**src/rtl/core/lpts_pkg.sv**
```systemverilog
// Shared types and constants for the preemptive LIFO task scheduler.
package lpts_pkg;

  localparam int IdW    = 10;
  localparam int StartW = 11;
  localparam int RemW   = 12;
  localparam int EndW   = 13;
  localparam int StatW  = 2;
  localparam int EntryW = IdW + RemW;

  localparam logic [StatW-1:0] StatDone     = 2'd0;
  localparam logic [StatW-1:0] StatOverflow = 2'd1;
  localparam logic [StatW-1:0] StatOrder    = 2'd2;

  typedef enum logic [2:0] {
    ST_IDLE,
    ST_EVAL,
    ST_POP,
    ST_DRAIN_CUR,
    ST_DRAIN_POP,
    ST_FIN
  } state_e;

  typedef struct packed {
    logic [IdW-1:0]  id;
    logic [RemW-1:0] rem;
  } entry_t;

endpackage

```
**src/rtl/core/lpts_stack_mem.sv**
```systemverilog
// Paused-task stack storage: one write port, one registered read port.
module lpts_stack_mem #(
  parameter int Depth = 31,
  parameter int AddrW = 5
) (
  input  logic                  clk_i,
  input  logic                  we_i,
  input  logic [AddrW-1:0]      waddr_i,
  input  lpts_pkg::entry_t      wdata_i,
  input  logic                  re_i,
  input  logic [AddrW-1:0]      raddr_i,
  output lpts_pkg::entry_t      rdata_o
);

  lpts_pkg::entry_t mem_q [Depth];
  lpts_pkg::entry_t rdata_q;

  always_ff @(posedge clk_i) begin
    if (we_i) begin
      mem_q[waddr_i] <= wdata_i;
    end
  end

  // read data holds until the next read
  always_ff @(posedge clk_i) begin
    if (re_i) begin
      rdata_q <= mem_q[raddr_i];
    end
  end

  assign rdata_o = rdata_q;

endmodule

```
**src/rtl/core/lifo_preemptive_task_scheduler_top.sv**
```systemverilog
// Top level of the preemptive LIFO task scheduler.
//
//  channel | direction | handshake                  | payload
//  input   | in        | in_valid_i / in_stall_o    | task_id, start_minute, duration, last_task
//  output  | out       | out_valid_o / out_stall_i  | done_id, status, run_last
//
// Each accepted task passes through EVAL, then a POP state for each stack entry resumed
// (popped or trimmed) and, on the final task, DRAIN_CUR for the running task and a
// DRAIN_POP state for each stack entry drained, then FIN before the next accept. The
// single read port of the stack memory sets the pop rate. Reset clears the running
// task and the stack count; the stack memory is not cleared. Output stalls hold the
// sequencer once the one-result holding slot and the output register are both full.
module lifo_preemptive_task_scheduler_top #(
  parameter int STACK_DEPTH = 31
) (
  input  logic                          clk_i,
  input  logic                          rst_ni,
  input  logic                          in_valid_i,
  output logic                          in_stall_o,
  input  logic [lpts_pkg::IdW-1:0]      task_id_i,
  input  logic [lpts_pkg::StartW-1:0]   start_minute_i,
  input  logic [lpts_pkg::RemW-1:0]     duration_i,
  input  logic                          last_task_i,
  output logic                          out_valid_o,
  input  logic                          out_stall_i,
  output logic [lpts_pkg::IdW-1:0]      done_id_o,
  output logic [lpts_pkg::StatW-1:0]    status_o,
  output logic                          run_last_o
);

  localparam int CntW  = $clog2(STACK_DEPTH + 1);
  localparam int AddrW = (STACK_DEPTH > 1) ? $clog2(STACK_DEPTH) : 1;

  lpts_pkg::state_e state_q, state_d;

  logic [lpts_pkg::IdW-1:0]    cur_id_q;
  logic [lpts_pkg::RemW-1:0]   cur_rem_q;
  logic [lpts_pkg::StartW-1:0] cur_start_q;
  logic                        cur_valid_q;
  logic [CntW-1:0]             cnt_q, cnt_d;
  logic [lpts_pkg::StartW-1:0] gap_q, gap_d;

  logic [lpts_pkg::IdW-1:0]    in_id_q;
  logic [lpts_pkg::StartW-1:0] in_start_q;
  logic [lpts_pkg::RemW-1:0]   in_dur_q;
  logic                        in_last_q;

  logic                        hold_v_q;
  logic [lpts_pkg::IdW-1:0]    hold_id_q;
  logic [lpts_pkg::StatW-1:0]  hold_st_q;

  logic                        out_v_q;
  logic [lpts_pkg::IdW-1:0]    out_id_q;
  logic [lpts_pkg::StatW-1:0]  out_st_q;
  logic                        out_last_q;

  logic                        in_acc;
  logic                        out_free;
  logic                        can_emit;
  logic                        go;
  logic                        emit_v;
  logic [lpts_pkg::IdW-1:0]    emit_id;
  logic [lpts_pkg::StatW-1:0]  emit_st;
  logic                        take_new;
  logic                        clear_cur;
  logic                        flush;
  logic                        fin_done;

  logic                        we;
  logic [AddrW-1:0]            waddr;
  lpts_pkg::entry_t            wdata;
  logic                        re;
  logic [AddrW-1:0]            raddr;
  lpts_pkg::entry_t            rdata;

  logic [lpts_pkg::EndW-1:0]   end_w;
  logic [lpts_pkg::EndW-1:0]   start_w;
  logic [lpts_pkg::EndW-1:0]   diff_w;
  logic [lpts_pkg::RemW-1:0]   gap_ext;
  logic [CntW-1:0]             cm1;
  logic [CntW-1:0]             cm2;
  lpts_pkg::state_e            after_st;

  lpts_stack_mem #(
    .Depth (STACK_DEPTH),
    .AddrW (AddrW)
  ) u_stack (
    .clk_i   (clk_i),
    .we_i    (we),
    .waddr_i (waddr),
    .wdata_i (wdata),
    .re_i    (re),
    .raddr_i (raddr),
    .rdata_o (rdata)
  );

  assign in_stall_o = (state_q != lpts_pkg::ST_IDLE);
  assign in_acc     = in_valid_i && !in_stall_o;
  assign out_free   = !out_v_q || !out_stall_i;
  assign can_emit   = !hold_v_q || out_free;

  assign end_w   = lpts_pkg::EndW'(cur_start_q) + lpts_pkg::EndW'(cur_rem_q);
  assign start_w = lpts_pkg::EndW'(in_start_q);
  assign diff_w  = end_w - start_w;
  assign gap_ext = lpts_pkg::RemW'(gap_q);
  assign cm1     = cnt_q - CntW'(1);
  assign cm2     = cnt_q - CntW'(2);
  assign after_st = in_last_q ? lpts_pkg::ST_DRAIN_CUR : lpts_pkg::ST_FIN;

  // writes never target an entry in the same cycle it is read; no forwarding needed
  always_comb begin
    state_d   = state_q;
    cnt_d     = cnt_q;
    gap_d     = gap_q;
    emit_v    = 1'b0;
    emit_id   = cur_id_q;
    emit_st   = lpts_pkg::StatDone;
    take_new  = 1'b0;
    clear_cur = 1'b0;
    flush     = 1'b0;
    fin_done  = 1'b0;
    we        = 1'b0;
    waddr     = cnt_q[AddrW-1:0];
    wdata     = '{id: cur_id_q, rem: diff_w[lpts_pkg::RemW-1:0]};
    re        = 1'b0;
    raddr     = cm1[AddrW-1:0];

    unique case (state_q)
      lpts_pkg::ST_IDLE: begin
        if (in_acc) begin
          state_d = lpts_pkg::ST_EVAL;
        end
      end
      lpts_pkg::ST_EVAL: begin
        state_d = after_st;
        if (cur_valid_q && (in_start_q < cur_start_q)) begin
          emit_v  = 1'b1;
          emit_id = in_id_q;
          emit_st = lpts_pkg::StatOrder;
        end else begin
          take_new = 1'b1;
          if (cur_valid_q) begin
            if (end_w > start_w) begin
              if (cnt_q >= CntW'(STACK_DEPTH)) begin
                emit_v  = 1'b1;
                emit_st = lpts_pkg::StatOverflow;
              end else begin
                we    = 1'b1;
                cnt_d = cnt_q + CntW'(1);
              end
            end else begin
              emit_v = 1'b1;
              gap_d  = lpts_pkg::StartW'(start_w - end_w);
              if ((cnt_q != '0) && (gap_d != '0)) begin
                re      = 1'b1;
                state_d = lpts_pkg::ST_POP;
              end
            end
          end
        end
      end
      lpts_pkg::ST_POP: begin
        state_d = after_st;
        if (gap_ext >= rdata.rem) begin
          emit_v  = 1'b1;
          emit_id = rdata.id;
          cnt_d   = cm1;
          gap_d   = lpts_pkg::StartW'(gap_ext - rdata.rem);
          if ((cnt_q > CntW'(1)) && (gap_ext != rdata.rem)) begin
            re      = 1'b1;
            raddr   = cm2[AddrW-1:0];
            state_d = lpts_pkg::ST_POP;
          end
        end else begin
          we    = 1'b1;
          waddr = cm1[AddrW-1:0];
          wdata = '{id: rdata.id, rem: rdata.rem - gap_ext};
        end
      end
      lpts_pkg::ST_DRAIN_CUR: begin
        emit_v    = cur_valid_q;
        clear_cur = 1'b1;
        if (cnt_q != '0) begin
          re      = 1'b1;
          state_d = lpts_pkg::ST_DRAIN_POP;
        end else begin
          state_d = lpts_pkg::ST_FIN;
        end
      end
      lpts_pkg::ST_DRAIN_POP: begin
        emit_v  = 1'b1;
        emit_id = rdata.id;
        cnt_d   = cm1;
        if (cnt_q > CntW'(1)) begin
          re    = 1'b1;
          raddr = cm2[AddrW-1:0];
        end else begin
          state_d = lpts_pkg::ST_FIN;
        end
      end
      lpts_pkg::ST_FIN: begin
        fin_done = !hold_v_q || out_free;
        flush    = hold_v_q && out_free;
        if (fin_done) begin
          state_d = lpts_pkg::ST_IDLE;
        end
      end
      default: begin
        state_d = lpts_pkg::ST_IDLE;
      end
    endcase

    go = !emit_v || can_emit;
    if (!go) begin
      state_d   = state_q;
      cnt_d     = cnt_q;
      gap_d     = gap_q;
      take_new  = 1'b0;
      clear_cur = 1'b0;
      we        = 1'b0;
      re        = 1'b0;
    end
  end

  always_ff @(posedge clk_i or negedge rst_ni) begin
    if (!rst_ni) begin
      state_q     <= lpts_pkg::ST_IDLE;
      cur_id_q    <= '0;
      cur_rem_q   <= '0;
      cur_start_q <= '0;
      cur_valid_q <= 1'b0;
      cnt_q       <= '0;
      gap_q       <= '0;
      hold_v_q    <= 1'b0;
      out_v_q     <= 1'b0;
    end else begin
      state_q <= state_d;
      cnt_q   <= cnt_d;
      gap_q   <= gap_d;
      if (take_new) begin
        cur_id_q    <= in_id_q;
        cur_rem_q   <= in_dur_q;
        cur_start_q <= in_start_q;
        cur_valid_q <= 1'b1;
      end else if (clear_cur) begin
        cur_id_q    <= '0;
        cur_rem_q   <= '0;
        cur_start_q <= '0;
        cur_valid_q <= 1'b0;
      end
      if (emit_v && go) begin
        hold_v_q <= 1'b1;
      end else if (flush) begin
        hold_v_q <= 1'b0;
      end
      if ((emit_v && go && hold_v_q) || flush) begin
        out_v_q <= 1'b1;
      end else if (!out_stall_i) begin
        out_v_q <= 1'b0;
      end
    end
  end

  always_ff @(posedge clk_i) begin
    if (in_acc) begin
      in_id_q    <= task_id_i;
      in_start_q <= start_minute_i;
      in_dur_q   <= duration_i;
      in_last_q  <= last_task_i;
    end
    if (emit_v && go) begin
      hold_id_q <= emit_id;
      hold_st_q <= emit_st;
    end
    if ((emit_v && go && hold_v_q) || flush) begin
      out_id_q   <= hold_id_q;
      out_st_q   <= hold_st_q;
      out_last_q <= flush;
    end
  end

  assign out_valid_o = out_v_q;
  assign done_id_o   = out_id_q;
  assign status_o    = out_st_q;
  assign run_last_o  = out_last_q;

endmodule

```
**config.mk**
```make
export PLATFORM = sky130hd
export DESIGN_NAME = lifo_preemptive_task_scheduler_top
export DESIGN_NICKNAME = d
export VERILOG_FILES = /design/src/rtl/core/lpts_pkg.sv /design/src/rtl/core/lpts_stack_mem.sv /design/src/rtl/core/lifo_preemptive_task_scheduler_top.sv
export SDC_FILE = /design/constraint.sdc
export NUM_CORES = 1
export LEC_CHECK = 0
export BUFFER_PORTS_ARGS = -buffer_cell sky130_fd_sc_hd__buf_4
export CORE_MARGIN = 2
export CORE_UTILIZATION = 30
export CTS_CLUSTER_SIZE = 20
export DETAILED_ROUTE_END_ITERATION = 16
export GPL_ROUTABILITY_DRIVEN = 0
export RECOVER_POWER = 50
export SYNTH_ARGS = -nofsm -noshare
export SYNTH_HDL_FRONTEND = slang
export SYNTH_HIERARCHICAL = 1
export SYNTH_SLANG_ARGS = --single-unit
export TNS_END_PERCENT = 100
```
**constraint.sdc**
```tcl
create_clock -name clk_i -period 4.8 [get_ports clk_i]
set_input_delay 0.24 -clock clk_i [delete_from_list [all_inputs] [get_ports clk_i]]
set_output_delay 0.24 -clock clk_i [all_outputs]
set_load 0.01 [all_outputs]
```
==> results.ini, run 1 <==
[run_status]
status=finished with violations
violations=max-capacitance violations, max-slew violations

[timing]
hold_viol_final=0
hold_ws_ns=0.335
worst_pin_slew_ns=3.39
fmax_mhz=214
fin_worst_skew_ns=0.0447
final_max_slew_viol_count=294
finalCritPeriodShare_pct=97.4
setup_viol=0
fin_ws_ns=0.127
slew_headroom_pct=-126
min_period_ns=4.67

[clock_tree]
cts_inserted_buffers=79
clockBufferDepth=3
clock_sinks=818
tritoncts=done
htreeDepth=3
clock_latency_ns=0.66
cts_root_buffer=clkbuf_16
clkTransAtPathRegs_ns=0.06

[final_layout]
areaGrowthSynthToFinish_pct=20.5
drive_gt1_share_pct=24.1
antenna_cells=0
seq_area_mm2=0.0243
stdcell_count=3916
nFillCells=10500
multi_input_area_mm2=0.00987
fin_nets=2452

[drt]
postRouteAntennaNets=0
dr.pass1.iters=7
avgViaCountPerCell=5.14
drc=0
wl_per_cell_um=23.1
totalWireLength_um=90600
vias=20100
drt-initial-drc-count=2152

[synthesis]
netlist_area_mm2=0.0348
yosys_warnings=6
async_flop_share_pct=6.72
ys_types=80
ys_seq_area_share_pct=69.9
syn_avg_cell_area_um2=16.9
syn_nets=2175
synthFlopType=edfxtp_1
synth.ff_latch_count=818
syn_inst=2062
synth-edff-count=763

[job]
cap_violations=9

[floorplan]
die_x_um=344
die_y_um=344
start_util_pct=30.3
dieArea_mm2=0.119
fp.coreArea_mm2=0.115
io_pins=53
rows=124

[worst_setup_path]
end_kind=register
critPathRequiredTime_ns=5.20
worstSetupStartpointType=register
critPathKind=reg2reg
r2r_slack_ns=0.13
arrival_ns=5.08
crit_path_max_fanout=29

[placed_design]
place_inst=3722
numPortBuffers=52
place_hpwl_um=61700
dp_worst_setup_slack_ns=-0.183

[grt]
grt.overflow.total=0
grt_max_degree=56
grt_pass1_wl_um=134000
grtUsageTotal_pct=15.1
antenna_found_initial=2
grt_pass1_vias=20200

[min_path]
hold_class=in2reg

-- logic make-up after synthesis --
group           count (synthesis)  share of synthesized area, %
compound gates                375                          7.59
buf+inv                       181                          2.67
flops                         818                          69.9
fa+ha+maj                      75                          2.81
simple gates                  355                          5.10
xor+xnor                       44                          1.11
mux                           214                          10.8
-- cell usage after synthesis (26+ instances only) --
master    instances  area, um2
a21o_1           27        203
a21oi_1          48        240
a22o_1           45        394
a22oi_1          64        480
clkbuf_1         41        154
dfrtp_1          55       1380
edfxtp_1        763      22900
ha_1             70        876
inv_1            78        293
mux2i_1          76        761
mux4_2          128       2880
nand2_1         100        375
nand3_1          30        150
nor2_1           85        319
o21ai_0          53        265
o22ai_1          28        175
xnor2_1          26        228
-- per-layer routing --
metal / wire length (um) / track usage (%)
met1: 39200 / 21.4
met2: 42600 / 24.2
met3: 6780 / 2.49
met4: 1990 / 3.92
met5: 8 / 0
-- through the flow --
| stage | instance area [um2] | setup TNS, ns | utilization, % |
|---|---|---|---|
| 2_1_floorplan | 34800 | -52.32 | - |
| 3_3_place_gp | 38700 | -7.37 | 33.8 |
| 3_5_place_dp | 38700 | -8.59 | 33.8 |
| 4_1_cts | 41800 | 0 | 36.5 |
| 5_1_grt | 41900 | -0.00770 | 36.5 |
| 6_report | 41900 | 0 | 36.5 |
-- worst max-delay path, cell delays in order (launching register included) --
cell and delay, ns:
edfxtp_1 0.53, ha_1 0.52, and3_1 0.33, and3_1 0.23
o21ai_0 0.10, and3b_1 0.22, a22o_2 0.30, buf_12 0.15
xnor2_4 0.26, buf_12 0.20, buf_16 0.24, mux4_2 0.54
o21ai_1 0.40, a211oi_2 0.19, buf_4 0.17
-- state kept, by name, indices dropped and copies added, names as in the netlist, 11 cells and up --
signal	cells
cur_rem_q	12
in_start_q	11
u_stack/rdata_o	22
u_stack/mem_q	682
cur_start_q	11
gap_q	11
in_dur_q	12
-- worst paths after layout --
check / from / to / cells after the start
max: u_stack/rdata_o[5] / u_stack/rdata_o[19] / 14
min: task_id_i[6] / in_id_q[6] / 2
max reg2reg: u_stack/rdata_o[5] / u_stack/rdata_o[19] / 14
min reg2reg: hold_st_q[0] / status_o[0] / 0
max in group asynchronous: rst_ni / cnt_q[4] / 2
min in group asynchronous: rst_ni / cur_rem_q[3] / 2
-- placed cells by master (no fill, tap or decap), types with 18 or more instances in the layout --
cell type	synthesis	layout
buf_4	8	137
nand3_1	30	29
clkbuf_1	41	44
mux2i_1	76	74
ha_1	70	70
mux4_2	128	128
buf_12	0	47
a21o_1	27	27
xnor2_1	26	24
a22o_1	45	44
a22oi_1	64	64
a21oi_1	48	45
dfrtp_1	55	55
nor2_2	0	27
xor2_1	18	18
nor2_1	85	52
nand2_1	100	99
clkbuf_16	0	84
dlygate4sd3_1	0	36
o21ai_0	53	48
clkbuf_4	0	33
inv_1	78	78
nand4_1	19	19
edfxtp_1	763	763
o22ai_1	28	26
-- repair_timing --
item	in CTS	in global routing
gates resized for setup	6	29
endpoints found under the setup margin	89	668
hold endpoints to repair	90	0
pin swaps	0	8
hold buffers	36	0
gates cloned	0	2
buffers inserted	0	10
-- layout make-up --
cell class	count	area share, %
repair buffers	298	6.78
multi-input cells	1063	23.6
flip-flops and latches	818	58.0
clock inverters	42	1.22
inverters	79	0.708
well taps	1512	4.52
clock buffers	104	5.22
Power of run 1 is left out: the tool's default activity adds up to more than one toggle a clock period on the data nets, which glitch-free logic cannot reach.
==> inputs of run 2 (changes only) <==
- CELL_PAD_IN_SITES_DETAIL_PLACEMENT: not set -> 0
- CELL_PAD_IN_SITES_GLOBAL_PLACEMENT: not set -> 1
- PLACE_DENSITY_LB_ADDON: not set -> 0.1
==> run 2 against run 1 <==
  * The run still ends with max-capacitance violations, max-slew violations left
  * Cell area grew 2.5%
  * Global-route usage is 1.9 points higher
  * Die area did not move
  * Via count fell by 2.0%
  * Register-to-register slack better by 0.02 ns
  * Non-clock buffer count up 64
  * Critical path type unchanged
  * Sequential cell count did not move
  * Sequential share of layout area shrank 1.4 points
  * Highest routed layer is now met4
==> results.ini, run 2 (synthesized netlist as in run 1, its figures left out) <==
[run_status]
status=finished with violations
violations=max-capacitance violations, max-slew violations

[worst_setup_path]
crit_slowest_cell=a211oi_1
critPathRequiredTime_ns=5.18  ; -0.02 ns
cp_top_family=compound AO/OA/AOI/OAI gates
crit_chain=inv_1 -> ha_1 -> fa_2 -> nor2b_2 -> o2111ai_2 -> a31oi_1 -> buf_4 -> o21ai_0 -> and3b_1 -> a22o_4 -> mux2i_1 -> xor2_1 -> buf_4 -> or3b_2 -> o22ai_1 -> a21o_1 -> a211oi_1
arrival_ns=5.03  ; -0.05 ns
critPathKind=reg2reg
crit_path_max_fanout=9  ; -69%
end_kind=register
max_stage_delay_ns=0.53  ; about the same
worstSetupStartpointType=register
cp_common_cell=buf_4
path_buf_inv=3  ; -1

[floorplan]
dieArea_mm2=0.119  ; unchanged
die_y_um=344  ; unchanged
start_util_pct=30.3  ; unchanged
fp.coreArea_mm2=0.115  ; unchanged
rows=124  ; unchanged
io_pins=53  ; unchanged
die_x_um=344  ; unchanged

[timing]
slew_headroom_pct=-143  ; -17 points
final_max_slew_viol_count=134  ; -54%
fmax_mhz=215  ; +0.49%
fin_ws_ns=0.149  ; +0.0228 ns
min_period_ns=4.65  ; -0.0228 ns
worst_pin_slew_ns=3.65  ; +0.258 ns
finalCritPeriodShare_pct=96.9  ; -0.48 points
setup_tns_ns=0  ; unchanged
fin_worst_skew_ns=0.0570  ; +0.0123 ns
hold_viol_final=0  ; unchanged
setup_viol=0  ; unchanged

[drt]
drt-initial-drc-count=1397  ; -35%
postRouteAntennaNets=0  ; unchanged
avgViaCountPerCell=4.92  ; -4.2%
wl_per_cell_um=25.4  ; +9.9%
dr.pass1.iters=5  ; -2
drc=0  ; unchanged
totalWireLength_um=102000  ; +13%
vias=19700  ; -2.0%

[final_layout]
finalInstanceArea_mm2=0.0429  ; +2.5%
seq_area_mm2=0.0243  ; unchanged
areaGrowthSynthToFinish_pct=23.5
multi_input_area_mm2=0.00992  ; +0.53%
fin_util_pct=37.4  ; +0.90 points
antenna_cells=0  ; unchanged
nFillCells=10700  ; +2.0%
layout_commonest_cell=edfxtp_1
top_register=u_stack/mem_q
drive_gt1_share_pct=27.0  ; +2.9 points
final_cell_mix=763 x edfxtp_1, 188 x buf_4, 128 x mux4_2
fin_nets=2531  ; +3.2%
largest_reg_flops=682  ; unchanged

[placed_design]
numPortBuffers=52  ; unchanged
dp_worst_setup_slack_ns=-0.335  ; -0.153 ns
place_hpwl_um=69700  ; +13%
place_area_mm2=0.0393  ; +1.6%

[grt]
grt.overflow.total=0  ; unchanged
antenna_found_initial=0  ; -2
grt_max_degree=56  ; unchanged
grt_pass1_vias=20500  ; +1.6%
grtUsageTotal_pct=17.1  ; +1.9 points
grt_pass1_wl_um=146000  ; +9.1%

[min_path]
hold_class=in2reg

[clock_tree]
clock_latency_ns=0.69  ; +0.03 ns
clockBufferDepth=3  ; unchanged
clkTransAtPathRegs_ns=0.06  ; about the same
clock_sinks=818  ; unchanged
tritoncts=done
cts_inserted_buffers=93  ; +18%
cts_root_buffer=clkbuf_16
htreeDepth=3  ; unchanged

[job]
cap_violations=4  ; -5

==> run 2: cell count changes in the layout (fill, tap and decap cells not counted), sizes merged, moves of 2 or more <==
cell and change:
clkbuf +11, buf +65, inv +3, clkinvlp +2, clkinv +12
==> run 2: stage by stage <==
step	hold WS (ns)	instances
floorplan	-0.0556	2062
global placement	0.398	3786
detailed placement	0.400	3786
CTS	0.169	3999
global route	0.279	4009
finish	0.314	4009
==> run 2: cell type report <==
type                            instances  share of cell area (%)
Clock buffer                          116                    5.74
Clock inverter                         58                    1.30
Inverter                               79                   0.691
Multi-Input combinational cell       1064                    23.1
Sequential cell                       818                    56.6
Tap cell                             1512                    4.41
Timing Repair Buffer                  362                    8.15
==> run 2: path summary, 6_finish.rpt <==
kind                                     from             endpoint  slack, ns  cells past startpoint
setup / recovery           u_stack/rdata_o[0]  u_stack/rdata_o[11]       0.15                     17
hold / removal                   task_id_i[7]           in_id_q[7]       0.31                      2
setup reg to reg           u_stack/rdata_o[0]  u_stack/rdata_o[11]       0.15                     17
hold reg to reg                  hold_st_q[1]          status_o[1]       0.42                      0
max in group asynchronous              rst_ni      cur_start_q[10]       1.34                      2
min in group asynchronous              rst_ni             gap_q[4]       1.38                      2
==> run 2: layer usage <==
layer | up-vias | global-route usage [%] | wire length, um
met5 | - | 0 | 0
met4 | 0 | 3.91 | 1920
met3 | 109 | 2.25 | 3250
met2 | 355 | 29.1 | 50400
met1 | 10400 | 23.1 | 46400
li1 | 8924 | - | -
==> run 2: repair_timing <==
item | in CTS | in global routing
gates resized for setup | 8 | 31
setup buffers | 3 | 7
endpoints found under the setup margin | 181 | 788
hold buffers | 36 | 0
hold endpoints to repair | 90 | 0
gates cloned | 0 | 3
pin swaps | 2 | 9
Power of run 2 is left out for the same reason.
